[src/rtl/svc_pkg.sv]
// ----------------------------------------------------------------------------
// svc_pkg: shared definitions of the scalar/vector core
// Sizes, instruction codes, item classes and the queue item type.
// ----------------------------------------------------------------------------
package svc_pkg;

  localparam int MEM_BYTES    = 65536;
  localparam int VECTOR_BYTES = 128;
  localparam int NUM_VREGS    = 32;
  localparam int NUM_SREGS    = 32;

  localparam int MEM_ROWS   = MEM_BYTES / 4;
  localparam int ROW_BITS   = $clog2(MEM_ROWS);
  localparam int ADDR_BITS  = ROW_BITS + 2;
  localparam int VEC_WORDS  = VECTOR_BYTES / 4;
  localparam int VW_BITS    = $clog2(VEC_WORDS);
  localparam int VREG_WORDS = NUM_VREGS * VEC_WORDS;
  localparam int VA_BITS    = $clog2(VREG_WORDS);
  localparam int CLR_ROWS   = (MEM_ROWS > VREG_WORDS) ? MEM_ROWS : VREG_WORDS;
  localparam int CLR_BITS   = $clog2(CLR_ROWS + 1);

  localparam logic [31:0] WORD_LIMIT = 32'(MEM_BYTES - 4);
  localparam logic [31:0] VEC_LIMIT  = 32'(MEM_BYTES - VECTOR_BYTES);

  localparam int QDEPTH  = 2;
  localparam int QP_BITS = $clog2(QDEPTH);

  typedef enum logic [1:0] {
    MODE_STEP  = 2'd0,
    MODE_WRITE = 2'd1,
    MODE_READ  = 2'd2,
    MODE_START = 2'd3
  } mode_t;

  typedef enum logic [1:0] {
    ST_OK     = 2'd0,
    ST_STOP   = 2'd1,
    ST_REJECT = 2'd2
  } status_t;

  typedef enum logic [2:0] {
    KIND_STEP,
    KIND_WRITE,
    KIND_READ,
    KIND_START,
    KIND_REJECT
  } kind_t;

  typedef struct packed {
    kind_t       kind;
    logic [31:0] addr;
    logic [31:0] data;
  } item_t;

  typedef struct packed {
    logic full;
    logic empty;
  } q_status_t;

  typedef enum logic [2:0] {
    S_CLEAR,
    S_IDLE,
    S_READ,
    S_FETCH,
    S_EXEC,
    S_LOAD,
    S_VEC,
    S_REPLY
  } back_state_t;

  localparam logic [3:0] CLS_ALU   = 4'd1;
  localparam logic [3:0] CLS_LOAD  = 4'd2;
  localparam logic [3:0] CLS_STORE = 4'd3;
  localparam logic [3:0] CLS_BR    = 4'd4;
  localparam logic [3:0] CLS_CMP   = 4'd5;
  localparam logic [3:0] CLS_MOVI  = 4'd6;
  localparam logic [3:0] CLS_VOP   = 4'd7;
  localparam logic [3:0] CLS_VLD   = 4'd8;
  localparam logic [3:0] CLS_VST   = 4'd9;
  localparam logic [3:0] CLS_HALT  = 4'd15;

  localparam logic [3:0] ALU_ADD = 4'd0;
  localparam logic [3:0] ALU_SUB = 4'd1;
  localparam logic [3:0] ALU_AND = 4'd2;
  localparam logic [3:0] ALU_OR  = 4'd3;
  localparam logic [3:0] ALU_XOR = 4'd4;
  localparam logic [3:0] ALU_SHL = 4'd5;
  localparam logic [3:0] ALU_SHR = 4'd6;
  localparam logic [3:0] ALU_MUL = 4'd7;

  localparam logic [3:0] CMP_EQ = 4'd0;
  localparam logic [3:0] CMP_GT = 4'd1;
  localparam logic [3:0] CMP_LT = 4'd2;
  localparam logic [3:0] CMP_NE = 4'd3;

  localparam logic [1:0] ELEM_BYTE = 2'd0;
  localparam logic [1:0] ELEM_HALF = 2'd1;
  localparam logic [1:0] ELEM_NONE = 2'd3;

  localparam logic [1:0] VOP_ADD  = 2'd0;
  localparam logic [1:0] VOP_MUL  = 2'd1;
  localparam logic [1:0] VOP_NONE = 2'd3;

endpackage

[src/rtl/svc_queue.sv]
// ----------------------------------------------------------------------------
// svc_queue: item queue
// A short first-in first-out queue between the intake and the executor.
// ----------------------------------------------------------------------------
module svc_queue import svc_pkg::*; (
  input  logic      clk,
  input  logic      rst,
  input  logic      push,
  input  item_t     push_item,
  input  logic      pop,
  output item_t     head,
  output q_status_t qs
);

  item_t                slots [QDEPTH];
  logic [QP_BITS-1:0]   wp;
  logic [QP_BITS-1:0]   rp;
  logic [QP_BITS:0]     count;
  logic                 do_push;
  logic                 do_pop;

  assign qs.full  = (count == (QP_BITS+1)'(QDEPTH));
  assign qs.empty = (count == '0);
  assign head     = slots[rp];
  assign do_push  = push & ~qs.full;
  assign do_pop   = pop & ~qs.empty;

  always_ff @(posedge clk) begin
    if (do_push) begin
      slots[wp] <= push_item;
    end
  end

  always_ff @(posedge clk) begin
    if (rst) begin
      wp    <= '0;
      rp    <= '0;
      count <= '0;
    end else begin
      if (do_push) begin
        wp <= wp + 1'b1;
      end
      if (do_pop) begin
        rp <= rp + 1'b1;
      end
      case ({do_push, do_pop})
        2'b10:   count <= count + 1'b1;
        2'b01:   count <= count - 1'b1;
        default: count <= count;
      endcase
    end
  end

endmodule

[config.mk]
export PLATFORM = sky130hd
export DESIGN_NAME = svc_queue
export DESIGN_NICKNAME = d
export VERILOG_FILES = /design/src/rtl/svc_pkg.sv /design/src/rtl/svc_queue.sv
export SDC_FILE = /design/constraint.sdc
export NUM_CORES = 1
export LEC_CHECK = 0
export BUFFER_PORTS_ARGS = -buffer_cell sky130_fd_sc_hd__buf_4
export CAP_MARGIN = 40
export CORE_UTILIZATION = 54
export CTS_BUF_LIST = sky130_fd_sc_hd__clkbuf_8
export DETAILED_ROUTE_END_ITERATION = 6
export HOLD_SLACK_MARGIN = 0.08
export PLACE_DENSITY = 0.88
export SETUP_SLACK_MARGIN = 0.5
export SLEW_MARGIN = 30
export SYNTH_ARGS = -nofsm -noshare
export SYNTH_HDL_FRONTEND = slang
export SYNTH_SLANG_ARGS = --single-unit
[constraint.sdc]
create_clock -name clk -period 3.71 [get_ports clk]
set_clock_uncertainty 0.05 [all_clocks]
set_input_delay 0.1855 -clock clk [delete_from_list [all_inputs] [get_ports clk]]
set_output_delay 0.1855 -clock clk [all_outputs]
set_load 0.02 [all_outputs]
==> impl_summary.md <==
Finish
The total inserted antenna cells is 0. The top cell types in the final layout, fill and taps aside, are 143 x buf_4, 134 x edfxtp_1, 69 x dlygate4sd3_1, 67 x mux2_2, 17 x clkbuf_8. The number of fill cells is 409.

The library cell used most frequently in the layout, excluding fill and tap cells, is buf_4. The finished layout holds 581 standard cells, fillers aside. The area growth from synthesis to layout is 46.80%.

The post-layout instance area is 0.007406 mm2. The end-of-flow core utilization is 0.8330. The final layout net count is 532. Of the cells placed in the final design, the portion with a size suffix greater than 1 is 0.5222.

Setup path
Traced cell by cell, the critical path runs through buf_4 -> mux2_2 -> buf_4. The path depth of the worst reg2reg path is 3. The setup check on the worst reg-to-reg path leaves a slack of 1.46 ns. Data on the critical path arrives at its endpoint at 2.23 ns. For the worst setup path, the data required time is 3.47 ns.

The endpoint kind of the worst setup timing path is an output port. The maximum fanout along the worst path is 30. The cell with the biggest individual delay on the critical path is dfxtp_2. STA classifies the critical path startpoint as a register. The cell repeated most along the worst path is buf_4. The largest single stage delay on the critical path is 0.83 ns. The critical path is of the reg -> out type.

Yosys
Of the total synthesized cell area, the portion taken by AND, OR, NAND and NOR gates is 0.009177. Measured against the total synthesized area, the mux share comes to 0.1496. The xor-xnor portion of the synthesized cell area is 0.005208.

The sequential cell area fraction in the yosys report is 0.8175. The register bit total from synthesis is 139. The post-synthesis cell area is 0.005045 mm2. Synthesis produced 234 cells. The average cell area after synthesis is 21.56 um2. Of the total synthesized cell area, the portion taken by full adders, half adders and majority gates is 0.002480. The combinational family with the most area after synthesis is multiplexers. The yosys synthesis warning count is 0. Counting every net in the synthesized netlist gives 306. The number of distinct library cells after synthesis is 18.

The fraction of the mapped netlist area in compound gates is 0.005456.

Routing
The number of routed nets with antenna violations is 0. The final route contains 2962 vias. The first detailed-routing pass took 4 iterations. In the routed layout, each cell is associated on average with a via count of 5.098. The detailed-route wire length per cell is 18.11 um. The iteration-0 DRC count of the detailed router is 115.

In the routed design, unresolved DRC markers number 0. The total wire length is 10520 um.

STA
The worst path needs 2.467 ns of the cycle, external delays included. Setup violations remaining at the end of the flow were counted as 0. Of the available clock period, the critical path in the final layout requires 0.6649.

Setup repair after global routing left no endpoint under its margin. The final-report max-slew violation count is 0. Once routing completed, OpenROAD measured the worst setup slack at 1.243 ns. At the pin with the least slew margin, the transition time is 0.7743 ns. Derived from the worst setup path, the maximum achievable clock frequency is 405.4 MHz. The setup total negative slack is 0 ns. The final number of hold-violating endpoints is 0. The worst pin sits at a relative slew slack of 0.4838.

Placement
Summing all placed instances gives a cell area of 0.006233 mm2. The weighted congestion at the end of routability-driven global placement is 0.7264. The number of port buffers is 139. The cell count after placement is 479. The wire-length estimate of the detail-placed layout is 5946 um. Prior to clock tree synthesis, the placed netlist has a worst setup slack of 1.416 ns.

Clock tree
The cell sitting at the root of the clock tree is a clkbuf_8. The number of sinks handled by clock tree synthesis is 139. The clock buffer count from CTS is 17. The buffers inserted during post-CTS setup optimization is 0. The TritonCTS clock tree is yes. The H-tree depth reported by CTS is 4.

After clock tree synthesis, the clock-pin slew on the worst setup and hold paths is 0.08 ns. The longest clock path from root to sink contains 2 buffers. After clock tree synthesis, the flow added hold-fix buffers numbering 69. At the later pin of the worst-skew pair, clock insertion delay measures 0.43 ns.

Once the clock tree was built, the resizer swapped 0 gates to a different size.

Floorplanning
The placeable core region is 0.008891 mm2. The initial utilization of the core area, before any placement, comes to 0.5674. During I/O placement, the number of pins put on the boundary was 140. The floorplan step defined a die boundary enclosing 0.009733 mm2. The number of core rows is 34. The die outline height is 98.66 um. The die outline width is 98.66 um.

Min path
The worst min-delay path class is in -> reg. Counting instances, the worst hold path has a depth of 4.

Power and ir drop
The peak ir drop on the vdd network is 459.5 uV. In this run the static leakage power is 2.822 nW. In this run the power density over the cells is 678.7 mW/mm2.

Global route
The initial antenna violation count came to 0. The via count of the first global-routing pass is 3172. The final global-route overflow total is 0.

The first global-routing pass estimated 16080 um of wire. The pin count of the biggest net entering global routing is 37. The overall routing resource usage is 0.2294.

Run status
The flow ran to the end, and the final reports show no timing, DRC or antenna violations.

Job
Max-cap violations in this run came to 0.
[Yosys cell counts, drive strengths merged]
master / count / area [um2]
o21ai: 2 / 10.01
xor2: 1 / 8.760
and3: 1 / 6.260
nand2b: 1 / 8.760
dfxtp: 5 / 100.1
edfxtp: 134 / 4024
o21a: 1 / 7.510
or3: 2 / 12.51
mux2: 67 / 754.5
nand2: 1 / 3.750
buf: 7 / 42.54
xnor2: 2 / 17.52
a21oi: 2 / 10.01
ha: 1 / 12.51
nor2: 4 / 15.01
inv: 3 / 11.26
[metal layers]
metal / vias up / routed length, um / global-route usage
li1: 1373 / - / -
met1: 1452 / 3980 / 0.2511
met2: 122 / 5743 / 0.4177
met3: 15 / 627 / 0.07021
met4: 0 / 170 / 0.08955
met5: - / 0 / 0
[stage by stage]
stage / hold slack, ns / total power, W
floorplan: 0.2046 / 0.002997
global placement: 0.3207 / 0.003549
detailed placement: 0.3237 / 0.003590
CTS: 0.1525 / 0.005014
global route: 0.1782 / 0.005218
finish: 0.1684 / 0.005026
[final timing paths]
kind / from / end
hold reg to reg: wp$_SDFFE_PP0P_ / wp$_SDFFE_PP0P_
hold / removal: pop / register
setup / recovery: register / head[14]
setup reg to reg: count[0]$_SDFFE_PP0P_ / slots[1][58]$_DFFE_PP_
[worst max-delay path, delay by kind of cell, from the launching register on]
kind,cells,cell delay (ns)
muxes,1,0.40
buffers and inverters,2,0.56
DFF,1,0.83
[where the power goes]
part           internal (W)  total, W  switching, W
logic              0.000755   0.00156      0.000801
clock network      0.000801   0.00137      0.000572
registers           0.00198   0.00210      0.000116
[area by class of cell]
type | count | area, um2 | share of cell area
timing repair buffer | 214 | 1812 | 0.2446
sequential | 139 | 4125 | 0.5570
multi-input combinational | 85 | 868.3 | 0.1172
tap | 108 | 135.1 | 0.01825
clock buffer | 17 | 234.0 | 0.03159
inverter | 3 | 11.26 | 0.001521
clock inverter | 15 | 220.2 | 0.02973
[sequential cells by signal, summed over array words and instances (netlist names), named ones only]
register and cells:
slots 134, wp 1, rp 1, count 2
[cells by family (layout without fill, tap and decap cells)]
group           count (synthesis)  after routing
flops                         139            139
mux                            67             67
buf+inv                        10            249
simple gates                    9              9
compound gates                  5              5
xor+xnor                        3              3
fa+ha+maj                       1              1
No activity file was read; power rests on OpenSTA's default activity.
