### config.mk
export PLATFORM = sky130hd
export DESIGN_NAME = svc_front
export DESIGN_NICKNAME = d
export VERILOG_FILES = /design/src/rtl/svc_pkg.sv /design/src/rtl/svc_front.sv
export SDC_FILE = /design/constraint.sdc
export NUM_CORES = 1
export LEC_CHECK = 0
export BUFFER_PORTS_ARGS = -buffer_cell sky130_fd_sc_hd__buf_2
export CAP_MARGIN = 5
export CORE_MARGIN = 2
export CORE_UTILIZATION = 22
export DETAILED_ROUTE_END_ITERATION = 10
export PLACE_DENSITY = 0.81
export RECOVER_POWER = 50
export SYNTH_ARGS = -nofsm -noshare
export SYNTH_HDL_FRONTEND = slang
export SYNTH_SLANG_ARGS = --single-unit
### constraint.sdc
create_clock -name vclk -period 1.05
set_input_delay 0.21 -clock vclk [all_inputs]
set_output_delay 0.21 -clock vclk [all_outputs]
set_load 0.005 [all_outputs]
### src/rtl/svc_pkg.sv
// ----------------------------------------------------------------------------
// svc_pkg: shared definitions of the scalar/vector core
// Sizes, instruction codes, item classes and the queue item type.
// ----------------------------------------------------------------------------
package svc_pkg;

  localparam int MEM_BYTES    = 65536;
  localparam int VECTOR_BYTES = 128;
  localparam int NUM_VREGS    = 32;
  localparam int NUM_SREGS    = 32;

  localparam int MEM_ROWS   = MEM_BYTES / 4;
  localparam int ROW_BITS   = $clog2(MEM_ROWS);
  localparam int ADDR_BITS  = ROW_BITS + 2;
  localparam int VEC_WORDS  = VECTOR_BYTES / 4;
  localparam int VW_BITS    = $clog2(VEC_WORDS);
  localparam int VREG_WORDS = NUM_VREGS * VEC_WORDS;
  localparam int VA_BITS    = $clog2(VREG_WORDS);
  localparam int CLR_ROWS   = (MEM_ROWS > VREG_WORDS) ? MEM_ROWS : VREG_WORDS;
  localparam int CLR_BITS   = $clog2(CLR_ROWS + 1);

  localparam logic [31:0] WORD_LIMIT = 32'(MEM_BYTES - 4);
  localparam logic [31:0] VEC_LIMIT  = 32'(MEM_BYTES - VECTOR_BYTES);

  localparam int QDEPTH  = 2;
  localparam int QP_BITS = $clog2(QDEPTH);

  typedef enum logic [1:0] {
    MODE_STEP  = 2'd0,
    MODE_WRITE = 2'd1,
    MODE_READ  = 2'd2,
    MODE_START = 2'd3
  } mode_t;

  typedef enum logic [1:0] {
    ST_OK     = 2'd0,
    ST_STOP   = 2'd1,
    ST_REJECT = 2'd2
  } status_t;

  typedef enum logic [2:0] {
    KIND_STEP,
    KIND_WRITE,
    KIND_READ,
    KIND_START,
    KIND_REJECT
  } kind_t;

  typedef struct packed {
    kind_t       kind;
    logic [31:0] addr;
    logic [31:0] data;
  } item_t;

  typedef struct packed {
    logic full;
    logic empty;
  } q_status_t;

  typedef enum logic [2:0] {
    S_CLEAR,
    S_IDLE,
    S_READ,
    S_FETCH,
    S_EXEC,
    S_LOAD,
    S_VEC,
    S_REPLY
  } back_state_t;

  localparam logic [3:0] CLS_ALU   = 4'd1;
  localparam logic [3:0] CLS_LOAD  = 4'd2;
  localparam logic [3:0] CLS_STORE = 4'd3;
  localparam logic [3:0] CLS_BR    = 4'd4;
  localparam logic [3:0] CLS_CMP   = 4'd5;
  localparam logic [3:0] CLS_MOVI  = 4'd6;
  localparam logic [3:0] CLS_VOP   = 4'd7;
  localparam logic [3:0] CLS_VLD   = 4'd8;
  localparam logic [3:0] CLS_VST   = 4'd9;
  localparam logic [3:0] CLS_HALT  = 4'd15;

  localparam logic [3:0] ALU_ADD = 4'd0;
  localparam logic [3:0] ALU_SUB = 4'd1;
  localparam logic [3:0] ALU_AND = 4'd2;
  localparam logic [3:0] ALU_OR  = 4'd3;
  localparam logic [3:0] ALU_XOR = 4'd4;
  localparam logic [3:0] ALU_SHL = 4'd5;
  localparam logic [3:0] ALU_SHR = 4'd6;
  localparam logic [3:0] ALU_MUL = 4'd7;

  localparam logic [3:0] CMP_EQ = 4'd0;
  localparam logic [3:0] CMP_GT = 4'd1;
  localparam logic [3:0] CMP_LT = 4'd2;
  localparam logic [3:0] CMP_NE = 4'd3;

  localparam logic [1:0] ELEM_BYTE = 2'd0;
  localparam logic [1:0] ELEM_HALF = 2'd1;
  localparam logic [1:0] ELEM_NONE = 2'd3;

  localparam logic [1:0] VOP_ADD  = 2'd0;
  localparam logic [1:0] VOP_MUL  = 2'd1;
  localparam logic [1:0] VOP_NONE = 2'd3;

endpackage

### src/rtl/svc_front.sv
// ----------------------------------------------------------------------------
// svc_front: item intake
// Accepts items and classifies them by mode and address range for the queue.
// ----------------------------------------------------------------------------
module svc_front import svc_pkg::*; (
  input  logic        start,
  input  logic [1:0]  mode,
  input  logic [31:0] address,
  input  logic [31:0] write_data,
  input  q_status_t   qs,
  input  logic        clearing,
  output logic        busy,
  output logic        push,
  output item_t       push_item
);

  logic addr_ok;

  assign addr_ok = (address <= WORD_LIMIT);
  assign busy    = qs.full | clearing;
  assign push    = start & ~busy;

  always_comb begin
    push_item.addr = address;
    push_item.data = write_data;
    case (mode_t'(mode))
      MODE_STEP:  push_item.kind = KIND_STEP;
      MODE_WRITE: push_item.kind = addr_ok ? KIND_WRITE : KIND_REJECT;
      MODE_READ:  push_item.kind = addr_ok ? KIND_READ : KIND_REJECT;
      MODE_START: push_item.kind = KIND_START;
      default:    push_item.kind = KIND_REJECT;
    endcase
  end

endmodule

==> flow_metrics.env, run 1 <==
export IMPL_vias=512
export IMPL_design_seq_count=0
export IMPL_hold_depth=0
export IMPL_grt_antenna_before_repair=0
export IMPL_holdPathEnd="push_item[14]"
export IMPL_slew_violations=0
export IMPL_grt_pass1_vias=444
export IMPL_cts_hold_buf=0
export IMPL_rsz0062_at_grt="true"
export IMPL_place_port_buffers=74
export IMPL_clkbuf_count=0
export IMPL_hpwlAfterDp_mm=1.24
export IMPL_post_place_ws_ns=-0.363
export IMPL_crit_chain="buf_6 > nand4_1 > nor4_2 > nor2_2 > o21a_1 > buf_2"
export IMPL_grt_max_degree=4
export IMPL_initial_core_util=0.227
export IMPL_postSynthAreaPerCell_um2=7.49
export IMPL_nFillCells=296
export IMPL_max_slew_margin_rel=0.820
export IMPL_fp_dieW_um=56.8
export IMPL_first_iter_violations=3
export IMPL_fin_crit_sh=1.26
export IMPL_tightest_slew_ns=0.268
export IMPL_syn_to_final_growth_pct=8.76
export IMPL_crit_buf_inv=2
export IMPL_critPathRequiredTime_ns=0.84
export IMPL_max_freq_mhz=755
export IMPL_routed_wl_mm=1.44
export IMPL_multi_input_area_um2=174
export IMPL_maxCapViolCount=0
export IMPL_path_max_fanout=3
export IMPL_syn_nets=152
export IMPL_design_die_area_um2=3230
export IMPL_power_density_nw_per_um2=358
export IMPL_yosysWarnings=0
export IMPL_critPathArrivalTime_ns=1.11
export IMPL_regArea_um2=0
export IMPL_finalSetupViolCount=3
export IMPL_drt_vias_per_instance=4.16
export IMPL_drive_gt1_frac=0.880
export IMPL_ys_seq_area_frac=0
export IMPL_cp_start_kind="input port"
export IMPL_endpoint_kind="output pin"
export IMPL_layout_min_cycle_time_ns=1.32
export IMPL_syn_area_um2=614
export IMPL_hp_class="input port to output pin"
export IMPL_status="complete, but fails checks"
export IMPL_synth_cells=82
export IMPL_nets=164
export IMPL_dr_pass1_iters=2
export IMPL_hold_viol_final=0
export IMPL_drc_errors=0
export IMPL_hold_start="write_data[14]"
export IMPL_violations="negative setup slack"
export IMPL_power_leakage_nw=0.355
export IMPL_slowest_delay_ns=0.34
export IMPL_crit_type="input port to output pin"
export IMPL_synth_cell_types=10
export IMPL_crit_slowest_cell="nor4_2"
export IMPL_grt_pass1_wl_mm=1.79
export IMPL_core_region_area_um2=2710
export IMPL_rows=19
export IMPL_post_drt_wl_per_cell_um=11.7
export IMPL_irDropWorstVdd_v=0.000108
export IMPL_final_cells=123
export IMPL_num_io_pins=139
export IMPL_setup_slack_ns=-0.274
export IMPL_path_delay_family="simple AND/OR/NAND/NOR gates"
export IMPL_grt_overflow_total=0
export IMPL_grt_util_all_layers=0.0679
export IMPL_antenna_left=0
export IMPL_antenna_cells=0
export IMPL_gp_congestion=0.580
export IMPL_die_y_um=56.8
export IMPL_postCtsSetupBuffers=0
export IMPL_utilization=0.247
export IMPL_dpl_cell_count=123
[repair_timing]
action	in CTS	in global routing
resized for setup	15	4
pin swaps	10	6
endpoints found under the setup margin	3	3
[synthesized netlist by cell type (all sizes together)]
cell / instances / area [µm²]
o21a: 2 / 15.0
nor2: 3 / 11.3
buf: 64 / 480
nor4: 5 / 56.3
inv: 1 / 3.75
o211ai: 1 / 7.51
nand4: 4 / 25.0
or2: 1 / 6.26
xnor2: 1 / 8.76
[cells by family (layout without fill, tap and decap cells)]
| group | count (synthesis) | after routing | share of synthesized area |
|---|---|---|---|
| buf+inv | 65 | 75 | 0.788 |
| simple gates | 13 | 13 | 0.161 |
| xor+xnor | 1 | 1 | 0.0143 |
| compound gates | 3 | 3 | 0.0367 |
[placed cells by master, fill, tap and decap left out]
cell type   n
o211ai_1    1
buf_6      13
nor2_1      2
inv_1       1
xnor2_1     1
nor4_2      1
o21a_1      2
nand4_1     4
or2_2       1
buf_2      61
nor2_2      1
nor4_4      4
[power breakdown]
group | switching, mW | internal [mW]
clock | 0 | 0
sequential | 0 | 0
combinational | 0.0953 | 0.144
[per-stage QoR]
step | setup TNS [ns] | total power [mW] | instance area [µm²] | hold slack, ns
4_1_cts | -0.872 | 0.234 | 643 | 0.420
5_1_grt | -1.07 | 0.259 | 668 | 0.420
3_3_place_gp | -1.08 | 0.194 | 543 | 0.420
3_5_place_dp | -1.05 | 0.196 | 543 | 0.420
6_report | -0.743 | 0.239 | 668 | 0.420
2_1_floorplan | -0.00921 | 0.219 | 614 | 0.491
[per-layer routing]
layer	track usage	routed length [µm]
met5	0	0
met4	0.0365	61
met3	0.0184	211
met2	0.135	723
met1	0.0604	446
[final cells by class]
class | instances | area share
repair buffers | 74 | 0.676
multi-input cells | 17 | 0.260
well taps | 31 | 0.0581
inverters | 1 | 0.00562
[how the worst max path moves through the flow]
| stage | start | endpoint | slack [ns] | cells past startpoint |
|---|---|---|---|---|
| floorplan | address[24] | push_item[64] | -0.005 | 4 |
| global placement | address[3] | push_item[64] | -0.38 | 6 |
| detailed placement | address[19] | push_item[64] | -0.36 | 6 |
| CTS | address[17] | push_item[64] | -0.31 | 6 |
| global route | address[14] | push_item[65] | -0.39 | 6 |
| finish | address[14] | push_item[64] | -0.27 | 6 |
Note: power is estimated with default switching activity, not from simulation.
==> run 2: changes to the inputs <==
==> constraint.sdc (replaced) <==
create_clock -name vclk -period 1.05
set_input_delay 0.21 -clock vclk [all_inputs]
set_output_delay 0.21 -clock vclk [all_outputs]
set_load 0.01 [all_outputs]
==> run 2 against run 1 <==
Compared with the run above:
- the run still ends with negative setup slack left
- largest power group unchanged
- first-iteration DRC count is 100% lower
- critical path type unchanged
- sequential cell count unchanged
- highest routed layer unchanged
- power rose by 6.4%
- design area fell by 4.1%
- global-route usage is 0.28 points lower
- largest cell class unchanged
- die area is the same
==> flow_metrics.env, run 2 (synthesis results as in run 1) <==
export IMPL_die_y_um=56.8
export IMPL_place_port_buffers=74
export IMPL_postCtsSetupBuffers=0
export IMPL_grt_max_degree=4
export IMPL_antenna_left=0
export IMPL_drc_errors=0
export IMPL_max_freq_mhz=739
export IMPL_nFillCells=308
export IMPL_power_density_nw_per_um2=398
export IMPL_violations="negative setup slack"
export IMPL_final_cells=124
export IMPL_hold_viol_final=0
export IMPL_cp_start_kind="input port"
export IMPL_path_delay_family="simple AND/OR/NAND/NOR gates"
export IMPL_cts_hold_buf=0
export IMPL_maxCapViolCount=0
export IMPL_syn_to_final_growth_pct=4.28
export IMPL_holdWs_ns=0.420
export IMPL_final_common_cell="buf_2"
export IMPL_gp_congestion=0.632
export IMPL_tightest_slew_ns=0.283
export IMPL_grt_pass1_vias=438
export IMPL_drive_gt1_frac=0.871
export IMPL_first_iter_violations=0
export IMPL_path_max_fanout=3
export IMPL_post_drt_wl_per_cell_um=10.8
export IMPL_crit_slowest_cell="nor4_4"
export IMPL_layout_min_cycle_time_ns=1.35
export IMPL_setup_slack_ns=-0.303
export IMPL_post_place_ws_ns=-0.368
export IMPL_hpwlAfterDp_mm=1.20
export IMPL_nets=165
export IMPL_crit_type="input port to output pin"
export IMPL_vias=524
export IMPL_core_region_area_um2=2710
export IMPL_slowest_delay_ns=0.33
export IMPL_design_die_area_um2=3230
export IMPL_hp_class="input port to output pin"
export IMPL_critPathArrivalTime_ns=1.14
export IMPL_regArea_um2=0
export IMPL_power_leakage_nw=0.357
export IMPL_fin_crit_sh=1.29
export IMPL_max_slew_margin_rel=0.810
export IMPL_design_seq_count=0
export IMPL_grt_util_all_layers=0.0651
export IMPL_initial_core_util=0.227
export IMPL_irDropWorstVdd_v=0.000123
export IMPL_grt_antenna_before_repair=0
export IMPL_finalSetupViolCount=3
export IMPL_slew_violations=0
export IMPL_critPathRequiredTime_ns=0.84
export IMPL_grt_overflow_total=0
export IMPL_grt_pass1_wl_mm=1.70
export IMPL_crit_buf_inv=2
export IMPL_antenna_cells=0
export IMPL_dr_pass1_iters=1
export IMPL_dpl_cell_count=124
export IMPL_final_cell_mix="64 x buf_2, 9 x buf_6, 4 x nand4_1"
export IMPL_drt_vias_per_instance=4.23
export IMPL_rows=19
export IMPL_num_io_pins=139
export IMPL_fp_dieW_um=56.8
export IMPL_crit_chain="buf_6 > nand4_1 > nor4_4 > nor2_2 > o21a_1 > buf_2"
export IMPL_clkbuf_count=0
export IMPL_routed_wl_mm=1.33
export IMPL_status="complete, but fails checks"
export IMPL_rsz0062_at_grt="true"
export IMPL_endpoint_kind="output pin"
-- run 2: worst paths after layout --
kind,from,endpoint,slack [ns],cells after the start
hold / removal,write_data[18],push_item[18],0.42,0
setup / recovery,address[6],push_item[65],-0.30,6
-- run 2: metrics by stage --
step                TNS [ns]  utilization  cell area, µm²  power (mW)
floorplan            -0.0812            -             623       0.278
global placement       -1.08        0.206             559       0.224
detailed placement     -1.05        0.206             559       0.227
CTS                   -0.984        0.228             617       0.249
global route           -1.16        0.236             641       0.274
finish                -0.821        0.236             641       0.255
-- run 2: report_power, final --
part | leakage (nW) | switching (mW) | total [mW] | internal [mW]
clock network | 0 | 0 | 0 | 0
logic | 0.357 | 0.119 | 0.255 | 0.136
registers | 0 | 0 | 0 | 0
-- run 2: layout make-up --
cell class,instances,area [µm²],area share
inverter,1,3.75,0.00586
multi-input combinational,17,165,0.258
tap,31,38.8,0.0605
timing repair buffer,75,433,0.676
-- run 2: routing by layer --
metal,global-route usage,share of wire,vias up
met5,0,0,-
met2,0.135,0.52,55
met3,0.0161,0.16,14
met4,0.0432,0.058,0
li1,-,-,228
met1,0.0508,0.26,227
-- run 2: repair_timing --
action / in CTS / in global routing
resized for setup: 8 / 4
hold endpoints to repair: 0 / 0
endpoints found under the setup margin: 3 / 3
pin swaps: 8 / 6
